==> config.mk <==
export PLATFORM = sky130hd
export DESIGN_NAME = hill_cipher_stream
export DESIGN_NICKNAME = d
export VERILOG_FILES = /design/src/hdl/hcs_pkg.sv /design/src/hdl/hcs_keygen.sv /design/src/hdl/hcs_front.sv /design/src/hdl/hcs_job_queue.sv /design/src/hdl/hcs_back.sv /design/src/hdl/hill_cipher_stream.sv
export SDC_FILE = /design/constraint.sdc
export NUM_CORES = 1
export LEC_CHECK = 0
export ABC_AREA = 1
export BUFFER_PORTS_ARGS = -buffer_cell sky130_fd_sc_hd__clkbuf_2
export CAP_MARGIN = 20
export CORE_MARGIN = 4
export CORE_UTILIZATION = 45
export DETAILED_ROUTE_END_ITERATION = 10
export PLACE_DENSITY = 0.63
export SLEW_MARGIN = 30
export SYNTH_ARGS = -nofsm -noshare
export SYNTH_HDL_FRONTEND = slang
export SYNTH_SLANG_ARGS = --single-unit
==> constraint.sdc <==
create_clock -name i_clk -period 17 [get_ports i_clk]
set_clock_uncertainty 0.05 [all_clocks]
set_input_delay 3.4 -clock i_clk [delete_from_list [all_inputs] [get_ports i_clk]]
set_output_delay 3.4 -clock i_clk [all_outputs]
set_load 0.02 [all_outputs]
==> src/hdl/hcs_pkg.sv <==
// shared types, constants and mod-26 helpers for the hill cipher stream
`default_nettype none

package hcs_pkg;

    localparam int MAX_ORDER = 3;
    localparam int KEY_W = 45;
    localparam int CFG_IDX_W = 2;
    localparam int JOB_DEPTH = 2;
    localparam int LETTERS = 26;

    localparam logic [1:0] RESET_BLOCK_SIZE = 2'd2;
    localparam logic [KEY_W-1:0] RESET_KEY = 45'd1099512676353;
    localparam logic [4:0] PAD_LETTER = 5'd23;

    localparam logic [7:0] CHAR_UPPER_A = 8'h41;
    localparam logic [7:0] CHAR_UPPER_Z = 8'h5A;
    localparam logic [7:0] CHAR_LOWER_A = 8'h61;
    localparam logic [7:0] CHAR_LOWER_Z = 8'h7A;

    typedef enum logic [CFG_IDX_W-1:0] {
        CFG_BLOCK_SIZE   = 2'd0,
        CFG_KEY_MATRIX   = 2'd1,
        CFG_DECRYPT_MODE = 2'd2
    } t_cfg_idx;

    // nine 5-bit entries, row r column c at index 3r+c
    typedef logic [8:0][4:0] t_mat;

    typedef struct packed {
        logic busy;
        logic order3;
        logic key_ok;
        logic clr_held;
    } t_key_ctl;

    typedef struct packed {
        logic [2:0][4:0] vec;
        logic            order3;
        logic            last;
        logic            err;
    } t_job;

    function automatic logic [4:0] red26(input logic [4:0] e);
        return (e >= 5'(LETTERS)) ? e - 5'(LETTERS) : e;
    endfunction

    // reduces any value below 3328 by binary steps of 26 * 2^k
    function automatic logic [4:0] mod26(input logic [11:0] v);
        logic [11:0] r;
        r = v;
        if (r >= 12'd1664) r = r - 12'd1664;
        if (r >= 12'd832)  r = r - 12'd832;
        if (r >= 12'd416)  r = r - 12'd416;
        if (r >= 12'd208)  r = r - 12'd208;
        if (r >= 12'd104)  r = r - 12'd104;
        if (r >= 12'd52)   r = r - 12'd52;
        if (r >= 12'd26)   r = r - 12'd26;
        return r[4:0];
    endfunction

    // multiplicative inverse mod 26, zero where none exists
    function automatic logic [4:0] inv26(input logic [4:0] d);
        logic [4:0] r;
        case (d)
            5'd1:    r = 5'd1;
            5'd3:    r = 5'd9;
            5'd5:    r = 5'd21;
            5'd7:    r = 5'd15;
            5'd9:    r = 5'd3;
            5'd11:   r = 5'd19;
            5'd15:   r = 5'd7;
            5'd17:   r = 5'd23;
            5'd19:   r = 5'd11;
            5'd21:   r = 5'd5;
            5'd23:   r = 5'd17;
            5'd25:   r = 5'd25;
            default: r = 5'd0;
        endcase
        return r;
    endfunction

    function automatic logic [3:0] idx3(input logic [1:0] row, input logic [1:0] col);
        return ({2'b00, row} << 1) + {2'b00, row} + {2'b00, col};
    endfunction

endpackage

`default_nettype wire

==> src/hdl/hcs_keygen.sv <==
// configuration registers and the sequencer that builds the working matrix
`default_nettype none

module hcs_keygen import hcs_pkg::*; (
    input  wire logic                 i_clk,
    input  wire logic                 i_rst_n,
    input  wire logic                 i_cfg_we,
    input  wire logic [CFG_IDX_W-1:0] i_cfg_idx,
    input  wire logic [KEY_W-1:0]     i_cfg_data,
    output t_key_ctl                  o_ctl,
    output t_mat                      o_eff
);

    typedef enum logic [2:0] {
        S_IDLE,
        S_COF,
        S_DET,
        S_INV,
        S_ADJ
    } t_state;

    t_state           r_state;
    logic [1:0]       r_block_size;
    logic [KEY_W-1:0] r_key;
    logic             r_decrypt;
    logic [1:0]       r_i;
    logic [1:0]       r_j;
    t_mat             r_cof;
    logic [4:0]       r_det;
    logic [4:0]       r_invdet;
    t_mat             r_eff;
    logic             r_key_ok;

    logic             order3;
    t_mat             m;
    logic [4:0]       op_a, op_b, op_c, op_d;
    logic [9:0]       prod_ab, prod_cd;
    logic [4:0]       cof_val;
    logic [11:0]      det_sum;
    logic [4:0]       det_val;
    logic [9:0]       adj_prod;
    logic [4:0]       adj_val;
    logic             last_pos;

    assign order3 = (r_block_size == 2'd3) && (MAX_ORDER >= 3);

    // order two is embedded as a block diagonal with a one in the corner
    always_comb begin
        for (int k = 0; k < 9; k++) begin
            m[k] = red26(r_key[5*k +: 5]);
        end
        if (!order3) begin
            m[2] = 5'd0;
            m[5] = 5'd0;
            m[6] = 5'd0;
            m[7] = 5'd0;
            m[8] = 5'd1;
        end
    end

    // signed cofactor of (i,j) from the cyclic minor
    always_comb begin
        case ({r_i, r_j})
            4'b0000: begin op_a = m[4]; op_b = m[8]; op_c = m[5]; op_d = m[7]; end
            4'b0001: begin op_a = m[5]; op_b = m[6]; op_c = m[3]; op_d = m[8]; end
            4'b0010: begin op_a = m[3]; op_b = m[7]; op_c = m[4]; op_d = m[6]; end
            4'b0100: begin op_a = m[7]; op_b = m[2]; op_c = m[8]; op_d = m[1]; end
            4'b0101: begin op_a = m[8]; op_b = m[0]; op_c = m[6]; op_d = m[2]; end
            4'b0110: begin op_a = m[6]; op_b = m[1]; op_c = m[7]; op_d = m[0]; end
            4'b1000: begin op_a = m[1]; op_b = m[5]; op_c = m[2]; op_d = m[4]; end
            4'b1001: begin op_a = m[2]; op_b = m[3]; op_c = m[0]; op_d = m[5]; end
            4'b1010: begin op_a = m[0]; op_b = m[4]; op_c = m[1]; op_d = m[3]; end
            default: begin op_a = 5'd0; op_b = 5'd0; op_c = 5'd0; op_d = 5'd0; end
        endcase
    end

    assign prod_ab = {5'b0, op_a} * {5'b0, op_b};
    assign prod_cd = {5'b0, op_c} * {5'b0, op_d};
    // bias by 26*26 keeps the difference non-negative
    assign cof_val = mod26({2'b00, prod_ab} + 12'd676 - {2'b00, prod_cd});

    assign det_sum = {2'b00, {5'b0, m[0]} * {5'b0, r_cof[0]}}
                   + {2'b00, {5'b0, m[1]} * {5'b0, r_cof[1]}}
                   + {2'b00, {5'b0, m[2]} * {5'b0, r_cof[2]}};
    assign det_val = mod26(det_sum);

    assign adj_prod = {5'b0, r_cof[idx3(r_i, r_j)]} * {5'b0, r_invdet};
    assign adj_val  = mod26({2'b00, adj_prod});

    assign last_pos = (r_i == 2'd2) && (r_j == 2'd2);

    always_ff @(posedge i_clk) begin
        if (!i_rst_n) begin
            r_state      <= S_COF;
            r_block_size <= RESET_BLOCK_SIZE;
            r_key        <= RESET_KEY;
            r_decrypt    <= 1'b0;
            r_i          <= 2'd0;
            r_j          <= 2'd0;
        end else if (i_cfg_we) begin
            case (i_cfg_idx)
                CFG_BLOCK_SIZE:   r_block_size <= i_cfg_data[1:0];
                CFG_KEY_MATRIX:   r_key        <= i_cfg_data;
                CFG_DECRYPT_MODE: r_decrypt    <= i_cfg_data[0];
                default: ;
            endcase
            r_state <= S_COF;
            r_i     <= 2'd0;
            r_j     <= 2'd0;
        end else begin
            case (r_state)
                S_COF: begin
                    r_cof[idx3(r_i, r_j)] <= cof_val;
                    if (r_j == 2'd2) begin
                        r_j <= 2'd0;
                        r_i <= r_i + 2'd1;
                    end else begin
                        r_j <= r_j + 2'd1;
                    end
                    if (last_pos) begin
                        r_state <= S_DET;
                    end
                end
                S_DET: begin
                    if (r_decrypt) begin
                        r_det   <= det_val;
                        r_state <= S_INV;
                    end else begin
                        r_eff    <= m;
                        r_key_ok <= 1'b1;
                        r_state  <= S_IDLE;
                    end
                end
                S_INV: begin
                    r_invdet <= inv26(r_det);
                    r_key_ok <= (inv26(r_det) != 5'd0);
                    r_i      <= 2'd0;
                    r_j      <= 2'd0;
                    r_state  <= S_ADJ;
                end
                S_ADJ: begin
                    // adjugate is the transpose of the cofactor matrix
                    r_eff[idx3(r_j, r_i)] <= adj_val;
                    if (r_j == 2'd2) begin
                        r_j <= 2'd0;
                        r_i <= r_i + 2'd1;
                    end else begin
                        r_j <= r_j + 2'd1;
                    end
                    if (last_pos) begin
                        r_state <= S_IDLE;
                    end
                end
                default: ;
            endcase
        end
    end

    assign o_ctl.busy     = (r_state != S_IDLE);
    assign o_ctl.order3   = order3;
    assign o_ctl.key_ok   = r_key_ok;
    assign o_ctl.clr_held = i_cfg_we && (i_cfg_idx == CFG_BLOCK_SIZE);
    assign o_eff          = r_eff;

endmodule

`default_nettype wire

==> src/hdl/hcs_front.sv <==
// input side: letter filter, block gathering, padding and job issue
`default_nettype none

module hcs_front import hcs_pkg::*; (
    input  wire logic       i_clk,
    input  wire logic       i_rst_n,
    input  wire logic       i_push,
    output logic            o_full,
    input  wire logic [7:0] i_char_byte,
    input  wire logic       i_end_of_text,
    input  wire t_key_ctl   i_ctl,
    input  wire logic       i_job_full,
    output logic            o_job_push,
    output t_job            o_job
);

    logic [1:0]      r_held;
    logic [2:0][4:0] r_letters;

    logic            accept;
    logic            is_letter;
    logic [7:0]      offset;
    logic [4:0]      letter;
    logic            take;
    logic [1:0]      last_slot;
    logic            complete;
    logic [2:0][4:0] vec;

    assign o_full = i_ctl.busy || i_job_full;
    assign accept = i_push && !o_full;

    always_comb begin
        is_letter = 1'b0;
        offset    = 8'd0;
        if (i_char_byte inside {[CHAR_UPPER_A:CHAR_UPPER_Z]}) begin
            is_letter = 1'b1;
            offset    = i_char_byte - CHAR_UPPER_A;
        end else if (i_char_byte inside {[CHAR_LOWER_A:CHAR_LOWER_Z]}) begin
            is_letter = 1'b1;
            offset    = i_char_byte - CHAR_LOWER_A;
        end
    end

    assign letter    = offset[4:0];
    // with a singular key in decrypt mode letters are dropped
    assign take      = is_letter && i_ctl.key_ok;
    assign last_slot = i_ctl.order3 ? 2'd2 : 2'd1;
    assign complete  = take && (r_held == last_slot);

    always_comb begin
        for (int k = 0; k < 3; k++) begin
            if (2'(k) < r_held) begin
                vec[k] = r_letters[k];
            end else if ((2'(k) == r_held) && take) begin
                vec[k] = letter;
            end else begin
                vec[k] = PAD_LETTER;
            end
        end
        if (!i_ctl.order3) begin
            vec[2] = 5'd0;
        end
    end

    always_comb begin
        if (i_end_of_text) begin
            o_job_push = accept && (!i_ctl.key_ok || take || (r_held != 2'd0));
        end else begin
            o_job_push = accept && complete;
        end
        o_job.err    = !i_ctl.key_ok;
        o_job.last   = i_end_of_text;
        o_job.order3 = i_ctl.order3;
        o_job.vec    = i_ctl.key_ok ? vec : '0;
    end

    always_ff @(posedge i_clk) begin
        if (!i_rst_n) begin
            r_held <= 2'd0;
        end else if (i_ctl.clr_held) begin
            r_held <= 2'd0;
        end else if (accept) begin
            if (i_end_of_text || complete) begin
                r_held <= 2'd0;
            end else if (take) begin
                r_held <= r_held + 2'd1;
            end
        end
    end

    always_ff @(posedge i_clk) begin
        if (accept && take && !complete && !i_end_of_text) begin
            r_letters[r_held] <= letter;
        end
    end

endmodule

`default_nettype wire

==> src/hdl/hcs_job_queue.sv <==
// short queue of block jobs between the front and back halves
`default_nettype none

module hcs_job_queue import hcs_pkg::*; (
    input  wire logic i_clk,
    input  wire logic i_rst_n,
    input  wire logic i_push,
    input  wire t_job i_job,
    output logic      o_full,
    input  wire logic i_pop,
    output t_job      o_job,
    output logic      o_empty
);

    localparam int PTR_W = (JOB_DEPTH > 1) ? $clog2(JOB_DEPTH) : 1;
    localparam int CNT_W = $clog2(JOB_DEPTH + 1);

    t_job             r_mem [JOB_DEPTH];
    logic [PTR_W-1:0] r_wr;
    logic [PTR_W-1:0] r_rd;
    logic [CNT_W-1:0] r_count;

    logic             do_push;
    logic             do_pop;

    assign o_full  = (r_count == CNT_W'(JOB_DEPTH));
    assign o_empty = (r_count == '0);
    assign do_push = i_push && !o_full;
    assign do_pop  = i_pop && !o_empty;
    assign o_job   = r_mem[r_rd];

    always_ff @(posedge i_clk) begin
        if (!i_rst_n) begin
            r_wr    <= '0;
            r_rd    <= '0;
            r_count <= '0;
        end else begin
            if (do_push) begin
                r_wr <= (r_wr == PTR_W'(JOB_DEPTH - 1)) ? '0 : r_wr + 1'b1;
            end
            if (do_pop) begin
                r_rd <= (r_rd == PTR_W'(JOB_DEPTH - 1)) ? '0 : r_rd + 1'b1;
            end
            if (do_push && !do_pop) begin
                r_count <= r_count + 1'b1;
            end else if (do_pop && !do_push) begin
                r_count <= r_count - 1'b1;
            end
        end
    end

    always_ff @(posedge i_clk) begin
        if (do_push) begin
            r_mem[r_wr] <= i_job;
        end
    end

endmodule

`default_nettype wire

==> src/hdl/hcs_back.sv <==
// result side: one matrix row times the block vector per cycle, output register
`default_nettype none

module hcs_back import hcs_pkg::*; (
    input  wire logic       i_clk,
    input  wire logic       i_rst_n,
    input  wire t_mat       i_eff,
    input  wire logic       i_job_empty,
    input  wire t_job       i_job,
    output logic            o_job_pop,
    input  wire logic       i_pop,
    output logic            o_empty,
    output logic [4:0]      o_letter_index,
    output logic            o_last,
    output logic            o_status
);

    logic       r_out_valid;
    logic [1:0] r_row;
    logic [4:0] r_letter;
    logic       r_last;
    logic       r_status;

    logic       adv;
    logic [4:0] e0, e1, e2;
    logic [11:0] dot;
    logic [4:0] row_val;
    logic [1:0] last_row;
    logic       row_end;

    // a new result moves in when the output slot is free or being taken
    assign adv = !i_job_empty && (!r_out_valid || i_pop);

    always_comb begin
        case (r_row)
            2'd0:    begin e0 = i_eff[0]; e1 = i_eff[1]; e2 = i_eff[2]; end
            2'd1:    begin e0 = i_eff[3]; e1 = i_eff[4]; e2 = i_eff[5]; end
            default: begin e0 = i_eff[6]; e1 = i_eff[7]; e2 = i_eff[8]; end
        endcase
    end

    assign dot = {2'b00, {5'b0, e0} * {5'b0, i_job.vec[0]}}
               + {2'b00, {5'b0, e1} * {5'b0, i_job.vec[1]}}
               + {2'b00, {5'b0, e2} * {5'b0, i_job.vec[2]}};
    assign row_val = mod26(dot);

    assign last_row  = i_job.order3 ? 2'd2 : 2'd1;
    assign row_end   = i_job.err || (r_row == last_row);
    assign o_job_pop = adv && row_end;

    always_ff @(posedge i_clk) begin
        if (!i_rst_n) begin
            r_out_valid <= 1'b0;
            r_row       <= 2'd0;
        end else if (adv) begin
            r_out_valid <= 1'b1;
            r_row       <= row_end ? 2'd0 : r_row + 2'd1;
        end else if (i_pop) begin
            r_out_valid <= 1'b0;
        end
    end

    always_ff @(posedge i_clk) begin
        if (adv) begin
            r_letter <= i_job.err ? 5'd0 : row_val;
            r_last   <= i_job.err || (i_job.last && row_end);
            r_status <= i_job.err;
        end
    end

    assign o_empty        = !r_out_valid;
    assign o_letter_index = r_letter;
    assign o_last         = r_last;
    assign o_status       = r_status;

endmodule

`default_nettype wire

==> src/hdl/hill_cipher_stream.sv <==
// hill cipher mod 26 over text bytes: top level
// Usage: text bytes go in through push/full, one per cycle; the byte is taken
// when push is high and full is low, with end_of_text on the final byte.
// Non-letters are dropped, lower case folds to upper, and each block of 2 or 3
// letters gives that many letter indices through empty/pop, oldest first.
// A result is on the output ports while empty is low and leaves on pop.
// The byte that completes a block becomes a queued job; its results pass
// through the output register and follow one per cycle while pop is high, so a
// stream of one byte a cycle is sustained (n results drain while the next n
// letters arrive). A partial block at end of text is padded with X; the final
// result has last set. With a singular key in decrypt mode one error result
// (status 1) ends the text. The key path is a sequencer over cofactors and
// adjugate: after reset and after every configuration write full stays high
// while the working matrix is rebuilt (S_COF, S_DET, and in decrypt mode
// S_INV and S_ADJ). If the receiver stalls, one result waits in the output
// register and up to two block jobs queue behind it, after which full rises.
// Reset is synchronous and clears the queue, the output and any partial block,
// and restores block size 2, the identity key and encrypt mode.
`default_nettype none

module hill_cipher_stream import hcs_pkg::*; (
    input  wire logic                 i_clk,
    input  wire logic                 i_rst_n,
    input  wire logic                 push,
    output logic                      full,
    input  wire logic [7:0]           i_char_byte,
    input  wire logic                 i_end_of_text,
    output logic                      empty,
    input  wire logic                 pop,
    output logic [4:0]                o_letter_index,
    output logic                      o_last,
    output logic                      o_status,
    input  wire logic                 i_cfg_we,
    input  wire logic [CFG_IDX_W-1:0] i_cfg_idx,
    input  wire logic [KEY_W-1:0]     i_cfg_data
);

    t_key_ctl ctl;
    t_mat     eff;
    logic     job_push;
    t_job     job_in;
    logic     job_full;
    logic     job_pop;
    t_job     job_head;
    logic     job_empty;

    hcs_keygen u_keygen (
        .i_clk      (i_clk),
        .i_rst_n    (i_rst_n),
        .i_cfg_we   (i_cfg_we),
        .i_cfg_idx  (i_cfg_idx),
        .i_cfg_data (i_cfg_data),
        .o_ctl      (ctl),
        .o_eff      (eff)
    );

    hcs_front u_front (
        .i_clk         (i_clk),
        .i_rst_n       (i_rst_n),
        .i_push        (push),
        .o_full        (full),
        .i_char_byte   (i_char_byte),
        .i_end_of_text (i_end_of_text),
        .i_ctl         (ctl),
        .i_job_full    (job_full),
        .o_job_push    (job_push),
        .o_job         (job_in)
    );

    hcs_job_queue u_queue (
        .i_clk   (i_clk),
        .i_rst_n (i_rst_n),
        .i_push  (job_push),
        .i_job   (job_in),
        .o_full  (job_full),
        .i_pop   (job_pop),
        .o_job   (job_head),
        .o_empty (job_empty)
    );

    hcs_back u_back (
        .i_clk          (i_clk),
        .i_rst_n        (i_rst_n),
        .i_eff          (eff),
        .i_job_empty    (job_empty),
        .i_job          (job_head),
        .o_job_pop      (job_pop),
        .i_pop          (pop),
        .o_empty        (empty),
        .o_letter_index (o_letter_index),
        .o_last         (o_last),
        .o_status       (o_status)
    );

    // no request may enter while the working matrix is being rebuilt
    a_busy_blocks_input: assert property (@(posedge i_clk) disable iff (!i_rst_n)
        ctl.busy |-> full)
        else $error("input open while key sequencer busy");

    a_cfg_starts_rebuild: assert property (@(posedge i_clk) disable iff (!i_rst_n)
        i_cfg_we |=> full)
        else $error("configuration write did not close the input");

    a_letter_in_range: assert property (@(posedge i_clk) disable iff (!i_rst_n)
        !empty |-> (o_letter_index < 5'd26))
        else $error("letter index out of range");

    a_error_ends_text: assert property (@(posedge i_clk) disable iff (!i_rst_n)
        (!empty && o_status) |-> (o_last && (o_letter_index == 5'd0)))
        else $error("error result not last or not zero");

endmodule

`default_nettype wire

Word-level counts from Yosys, hierarchy flattened
Memories as Yosys holds them, arrays and structs flattened. A register that Yosys moved wholly into a read port is not among the register bits.
Index checks and enable logic that the tools add are counted.
{ "word_totals": {"regBits": 182, "input_bits": 61, "n_memories": 3, "ram_bits": 36, "mem_bits_ro": 320, "out_inout_bits": 9, "elab_cells": 354} }
{ "mem_list": {"columns": ["memory", "words", "word_bits", "read_ports", "rd_ports_with_merged_regs", "wr", "line_no", "rtl"], "rows": [
  ["(no name shown)", 32, 5, 1, 1, 0, "hcs_pkg.sv:65", "case (d)"],
  ["(no name shown)", 32, 5, 1, 1, 0, "hcs_pkg.sv:65", null],
  ["u_queue.r_mem", 2, 18, 1, 1, 1, "hcs_job_queue.sv:18", "t_job r_mem [JOB_DEPTH];"]
]} }
{ "op_classes": {"reduce_logical": 70, "addsub": 56, "muxes": 100, "magnitude_cmp": 49, "bitwise_logic": 2, "eq_ne": 27, "n_mul": 9} }
{ "op_table": {"columns": ["cell", "n"], "rows": [
  ["2-to-1 mux 12 bit", 23],
  ["case mux 5 bit (9 select lines)", 4],
  ["2-to-1 mux 5 bit", 31],
  ["bitwise mux 45 bit", 2],
  ["multiplier 5 x 5 -> 10 bit", 9],
  ["case mux 45 bit (2 select lines)", 1],
  ["subtractor 5 bit, second input constant", 13],
  ["greater-or-equal comparator 12 x 5 -> 1 bit, second input constant", 4],
  ["greater-or-equal comparator 12 x 6 -> 1 bit, second input constant", 4],
  ["greater-or-equal comparator 12 x 7 -> 1 bit, second input constant", 4],
  ["greater-or-equal comparator 12 x 8 -> 1 bit, second input constant", 4],
  ["greater-or-equal comparator 12 x 9 -> 1 bit, second input constant", 4],
  ["subtractor 12 x 6 -> 12 bit, second input constant", 4],
  ["subtractor 12 x 7 -> 12 bit, second input constant", 4],
  ["subtractor 12 x 8 -> 12 bit, second input constant", 4],
  ["subtractor 12 x 9 -> 12 bit, second input constant", 4],
  ["greater-or-equal comparator 5 bit, second input constant", 9],
  ["2-to-1 mux 45 bit", 1],
  ["demux 5 bit (select 4 bit)", 2],
  ["greater-or-equal comparator 12 x 10 -> 1 bit, second input constant", 3],
  ["greater-or-equal comparator 12 x 11 -> 1 bit, second input constant", 3],
  ["subtractor 12 x 10 -> 12 bit, second input constant", 3],
  ["subtractor 12 x 11 -> 12 bit, second input constant", 3],
  ["case mux 5 bit (2 select lines)", 3],
  ["59 further kinds", 167]
]} }

Longest topological paths before layout
{ "logic_depth": {"word_depth": 22, "mapped_depth": 94, "mapped_depth_nobuf": 94} }

Hierarchy
Synthesis repeated with hierarchy kept, for this count alone.
{ "hier_totals": {"cells_unflattened": 3429, "hier_area_um2": 25243.0} }
{ "by_module_without_submodules": {"columns": ["mod", "area_each_um2", "cells_per_inst", "seq_area_each_um2", "instances"], "rows": [
  ["hcs_keygen", 17833.4, 2524, 4234.1, 1],
  ["hcs_back", 4670.7, 670, 270.3, 1],
  ["hcs_job_queue", 1597.8, 94, 1181.1, 1],
  ["hcs_front", 1141.1, 141, 490.5, 1]
]} }

Least setup slack after synthesis
OpenSTA, ideal clock, no wires.
{ "synth_timing": {"kind": "register to register", "from": "register u_back.r_row[0]", "to": "register u_back.r_letter[3] (netlist: u_back.o_letter_index[3]) (data pin)", "path_slack_ns": 4.113, "path_stages_with_launch": 81, "arrival_time_ns": 12.588, "t_required_ns": 16.701, "path_buffers": 3, "synth_period_minus_slack_ns": 12.887, "setup_ns": 0.249, "cell_sequence": "dfxtp_1 inv_1 ha_1 clkbuf_1 clkbuf_1 a22o_1 a21oi_1 nor2_1 fa_1 fa_1 fa_1 inv_1 fa_1 fa_1 inv_1 ha_1 nand2_1 nor2_1 (+45 left out) nand2_1 inv_1 ha_1 a21oi_1 inv_1 nand3_1 nor2_1 nor2_2 nand2_2 nand2_1 nand2_1 inv_1 ha_1 inv_1 a21oi_1 nor2_1 nand2_1 inv_1"} }
{ "synth_via": {"elab_chain_cells": 19} }
{ "synth_lines": {"columns": ["element", "line_no", "rtl"], "rows": [
  ["start: declaration", "hcs_back.sv:19", "logic [1:0] r_row;"],
  ["start signal: assignment", "hcs_back.sv:57", "r_row <= row_end ? 2'd0 : r_row + 2'd1;"],
  ["equality test 2 x 1 -> 1 bit or logical NOT 2 bit (tied branches)", "hcs_back.sv:35", "case (r_row)"],
  ["case mux 5 bit (2 select lines)", "hcs_back.sv:35", null],
  ["multiplier 5 x 5 -> 10 bit, on equally long branches", "hcs_back.sv:42, hcs_back.sv:43", null],
  ["adder 10 x 10 -> 11 bit", "hcs_back.sv:43", "+ {2'b00, {5'b0, e1} * {5'b0, i_job.vec[1]}}"],
  ["adder 12 x 10 -> 12 bit (*)", "hcs_back.sv:44", "+ {2'b00, {5'b0, e2} * {5'b0, i_job.vec[2]}};"],
  ["subtractor 12 x 11 -> 12 bit or greater-or-equal comparator 12 x 11 -> 1 bit (tied branches)", "hcs_pkg.sv:52", "if (r >= 12'd1664) r = r - 12'd1664;"],
  ["2-to-1 mux 12 bit (*)", "hcs_pkg.sv:52", null],
  ["subtractor 12 x 10 -> 12 bit or greater-or-equal comparator 12 x 10 -> 1 bit (tied branches)", "hcs_pkg.sv:53", "if (r >= 12'd832) r = r - 12'd832;"],
  ["(+3 left out)", null, null],
  ["subtractor 12 x 8 -> 12 bit or greater-or-equal comparator 12 x 8 -> 1 bit (tied branches)", "hcs_pkg.sv:55", "if (r >= 12'd208) r = r - 12'd208;"],
  ["2-to-1 mux 12 bit (*)", "hcs_pkg.sv:55", null],
  ["subtractor 12 x 7 -> 12 bit or greater-or-equal comparator 12 x 7 -> 1 bit (tied branches)", "hcs_pkg.sv:56", "if (r >= 12'd104) r = r - 12'd104;"],
  ["2-to-1 mux 12 bit (*)", "hcs_pkg.sv:56", null],
  ["subtractor 12 x 6 -> 12 bit or greater-or-equal comparator 12 x 6 -> 1 bit (tied branches)", "hcs_pkg.sv:57", "if (r >= 12'd52) r = r - 12'd52;"],
  ["2-to-1 mux 12 bit (*)", "hcs_pkg.sv:57", null],
  ["greater-or-equal comparator 12 x 5 -> 1 bit or subtractor 5 bit (tied branches)", "hcs_pkg.sv:58", "if (r >= 12'd26) r = r - 12'd26;"],
  ["2-to-1 mux 5 bit (*)", "hcs_pkg.sv:58", null],
  ["end signal: assignment", "hcs_back.sv:65", "r_letter <= i_job.err ? 5'd0 : row_val;"],
  ["end: declaration", "hcs_back.sv:20", "logic [4:0] r_letter;"]
]} }
Every way passes the cells marked *; elsewhere a longest branch is shown, timed or not.
A chain may end at the register's enable or synchronous reset.

Worst setup path in the final report
Ends and elaborated chain as after synthesis.

==> results.md <==
* Most frequent CP cell: inv_1
* Avg WL per Cell at 14.8 um
* Fraction of the mapped netlist area in adder cells at 22.1%
* Mapped Avg Cell Area at 7.31 um^2
* Worst Path Max Fanout at 16
* Final core occ at 49.7%
* Crit start category: register
* GR Overflow Total at 0
* Footprint of the multi-input gates at 16500 um^2
* Setup TNS at 0 ns
* Net count, final at 3975
* Outcome: finished, final reports clean
* Initial antenna violation count at 1
* FP Rows at 86
* Routed vias/inst at 5.15
* Estimated wirelength of the detail-placed design at 51.7 mm
* Final worst slack at 2.52 ns
* Total via count after detailed routing at 22200
* WP depth at 79
* Fin. max-slew vios at 0
* Post-Synth XOR/XNOR Area at 3.26%
* Post-synth top area share at 18.8%
* Maximum clock path buffer count at 3
* Top_reg_cell synth: edfxtp_1
* RSZ-0062 raised after global routing: false
* Worst slew pin tran at 1.09 ns
* Final Cycle Share at 85.2%
* DIE HEIGHT at 246 um
* #FFs+latches synth at 229
* Slew margin rel. at 26.7%
* Syn Nets at 3908
* Sink Count at 229
* Initial DRT Pass Iterations at 6
* Mapped Area at 25400 um^2
* TritonCTS Buffers at 28
* Cell taking the most area after synthesis: edfxtp_1
* Largest net degree at the start of global routing at 82
* CP Capture Type: register
* Violation count after the first detailed-route iteration at 1529
* Top post-synthesis cells by count: nand2_1 (741), inv_1 (650), nor2_1 (338)
* Overall routing resource usage at 20.9%
* Main combinational cell family by area after synthesis: simple AND/OR/NAND/NOR gates
* Synth Instances at 3479
* Die Area at 60400 um^2
* Synth Area in Simple Gates at 28.4%
* Root buf cell: clkbuf_16
* Layout cells sized above 1 at 9.25%
* Max VDD drop at 0.000382 V
* Io pins at 70
* Critical Path Max Stage Delay at 0.59 ns
* Complex-gate fraction of the synthesized area at 11.0%
* Max_cap viols at 0
* Fraction of registers with async set/reset at 0%
* Reg2Reg Depth at 79
* Count leader, synth: nand2_1
* PnR Total Power at 4.87 mW
* Synth unique cells at 64
* EDFF count, synth at 159
* Req. time, crit path at 17.29 ns
* Fill cells at 5564
* Post-CTS Resized at 0
* YS warnings at 0
* Top cells by area, synth: edfxtp_1 (19%), ha_1 (11%), nand2_1 (11%), fa_1 (11%), inv_1 (9.6%)
* Arr. time, crit path at 14.77 ns
* Proportion of synthesized area in mux cells at 0.118%
* Die W at 246 um
* CTS Hold Buffers Added at 0
* Final min period at 14.48 ns
* Area grow syn2layout at 8.44%
* RD Place Congestion at 0.947
* Crit-path slowest cell: ha_1
* Setup Fix Bufs, Post-CTS at 0
* Drc violations at 0
* Vias in the first global route at 21300
* Post-Route WL at 63.7 mm
* Worst hold stages at 2
* Sequential Area at 6180 um^2
* Area after DPL at 26600 um^2
* Starting density of the core at 45.8%
* CP delay by family, top: adder cells
* Final-report setup violation count at 0
* Hold Crit Class: register to register
* TritonCTS clock tree: done
* CP Buf/Inv Count at 16
* LEAKAGE at 13.7 nW
* First-pass GRT wire length at 105 mm
* CP Class: register to register
* Final-report hold violation count at 0
* Routed Antenna Nets at 0
* Max Fclk at 69.1 MHz
* IO Port Bufs at 69
* Register area share after synthesis at 24.3%
* Core Area at 55500 um^2
* Clk slew on worst S/H paths at 0.06 ns
* Htree depth at 1
* Worst skew pair latency at 0.58 ns
* Pwr dens at 177 nW/um^2
* Place WS at 2.37 ns
* Finished Cell Area at 27600 um^2
==> final timing paths <==
path | startpoint | to | slack (ns)
worst min register to register | u_back.r_row[0] | u_back.r_row[0] | 0.44
worst max register to register | u_back.r_row[0] | u_back.o_letter_index[3] | 2.52
worst min-delay path | u_back.r_row[0] | u_back.r_row[0] | 0.44
worst max-delay path | u_back.r_row[0] | u_back.o_letter_index[3] | 2.52
==> logic make-up after synthesis <==
logic type	Yosys count
muxes	3
adders and majority gates	368
AOI/OAI and AO/OA	469
buffers and inverters	734
and+or+nand+nor	1583
DFF	229
xor gates and xnor gates	93
==> cells in the final DEF (no fill, tap or decap), types with 12 or more instances in the layout <==
cell type | Yosys | routed
a21oi_1 | 159 | 159
a221oi_1 | 13 | 13
a22o_1 | 19 | 19
buf_4 | 0 | 16
clkbuf_16 | 0 | 28
clkbuf_2 | 0 | 69
clkinv_1 | 7 | 12
dfxtp_1 | 70 | 70
edfxtp_1 | 159 | 159
fa_1 | 136 | 136
ha_1 | 232 | 232
inv_1 | 650 | 650
inv_2 | 29 | 30
nand2_1 | 741 | 741
nand2_2 | 64 | 64
nand3_1 | 232 | 232
nand3_2 | 24 | 24
nand3b_1 | 15 | 15
nand4_1 | 42 | 42
nor2_1 | 338 | 337
nor2_2 | 18 | 19
nor2_4 | 15 | 15
nor3_1 | 32 | 31
nor4_1 | 20 | 19
o21ai_0 | 126 | 126
o21ai_1 | 25 | 25
o221ai_1 | 13 | 13
o22ai_1 | 43 | 43
xnor2_1 | 20 | 20
xor2_1 | 71 | 71
==> through the flow <==
step,instances,hold slack (ns)
2_1_floorplan,3479,0.387
3_3_place_gp,4264,0.425
3_5_place_dp,4264,0.431
4_1_cts,4316,0.443
5_1_grt,4316,0.455
6_report,4317,0.441
==> power breakdown <==
group	internal [mW]	total, mW	switching (mW)
Clock	0.344	0.588	0.244
Combinational	1.13	3.59	2.46
Sequential	0.683	0.697	0.0134
Total	2.15	4.87	2.72
==> state kept, by name, indices dropped and copies added (netlist names), 2 cells and up, named ones only <==
name                   count
u_back.o_letter_index      5
u_keygen.r_invdet          5
u_keygen.r_j               2
u_keygen.r_cof            45
u_front.r_held             2
u_back.r_row               2
u_keygen.o_eff            45
u_front.r_letters         15
u_keygen.r_state           3
u_queue.r_count            2
u_keygen.r_i               2
u_keygen.r_key            45
u_keygen.r_block_size      2
u_queue.r_mem             36
u_keygen.r_det             5
==> worst reg2reg max path: cells and delay by family (launching register included) <==
kind | cells | cell delay [ns]
simple gates | 36 | 4.06
xor+xnor | 3 | 0.90
flops | 1 | 0.32
compound gates | 6 | 1.32
fa+ha+maj | 18 | 6.58
buf+inv | 16 | 0.99
==> layer usage <==
metal / vias up / wire length, um / GRT usage [%]
met5: - / 0 / 0
met4: 0 / 1940 / 6.01
met3: 123 / 3810 / 3.04
met2: 577 / 30400 / 36.3
met1: 10100 / 27500 / 27.2
li1: 11400 / - / -
==> layout make-up <==
type                       instances  area share (%)
sequential                       229            22.4
timing repair buffer              85            1.69
antenna                            1         0.00908
multi-input combinational       2516            59.8
inverter                         686            9.34
tap                              748            3.39
clock inverter                    19           0.658
clock buffer                      33            2.68
Power figures use the tool's default switching activity.
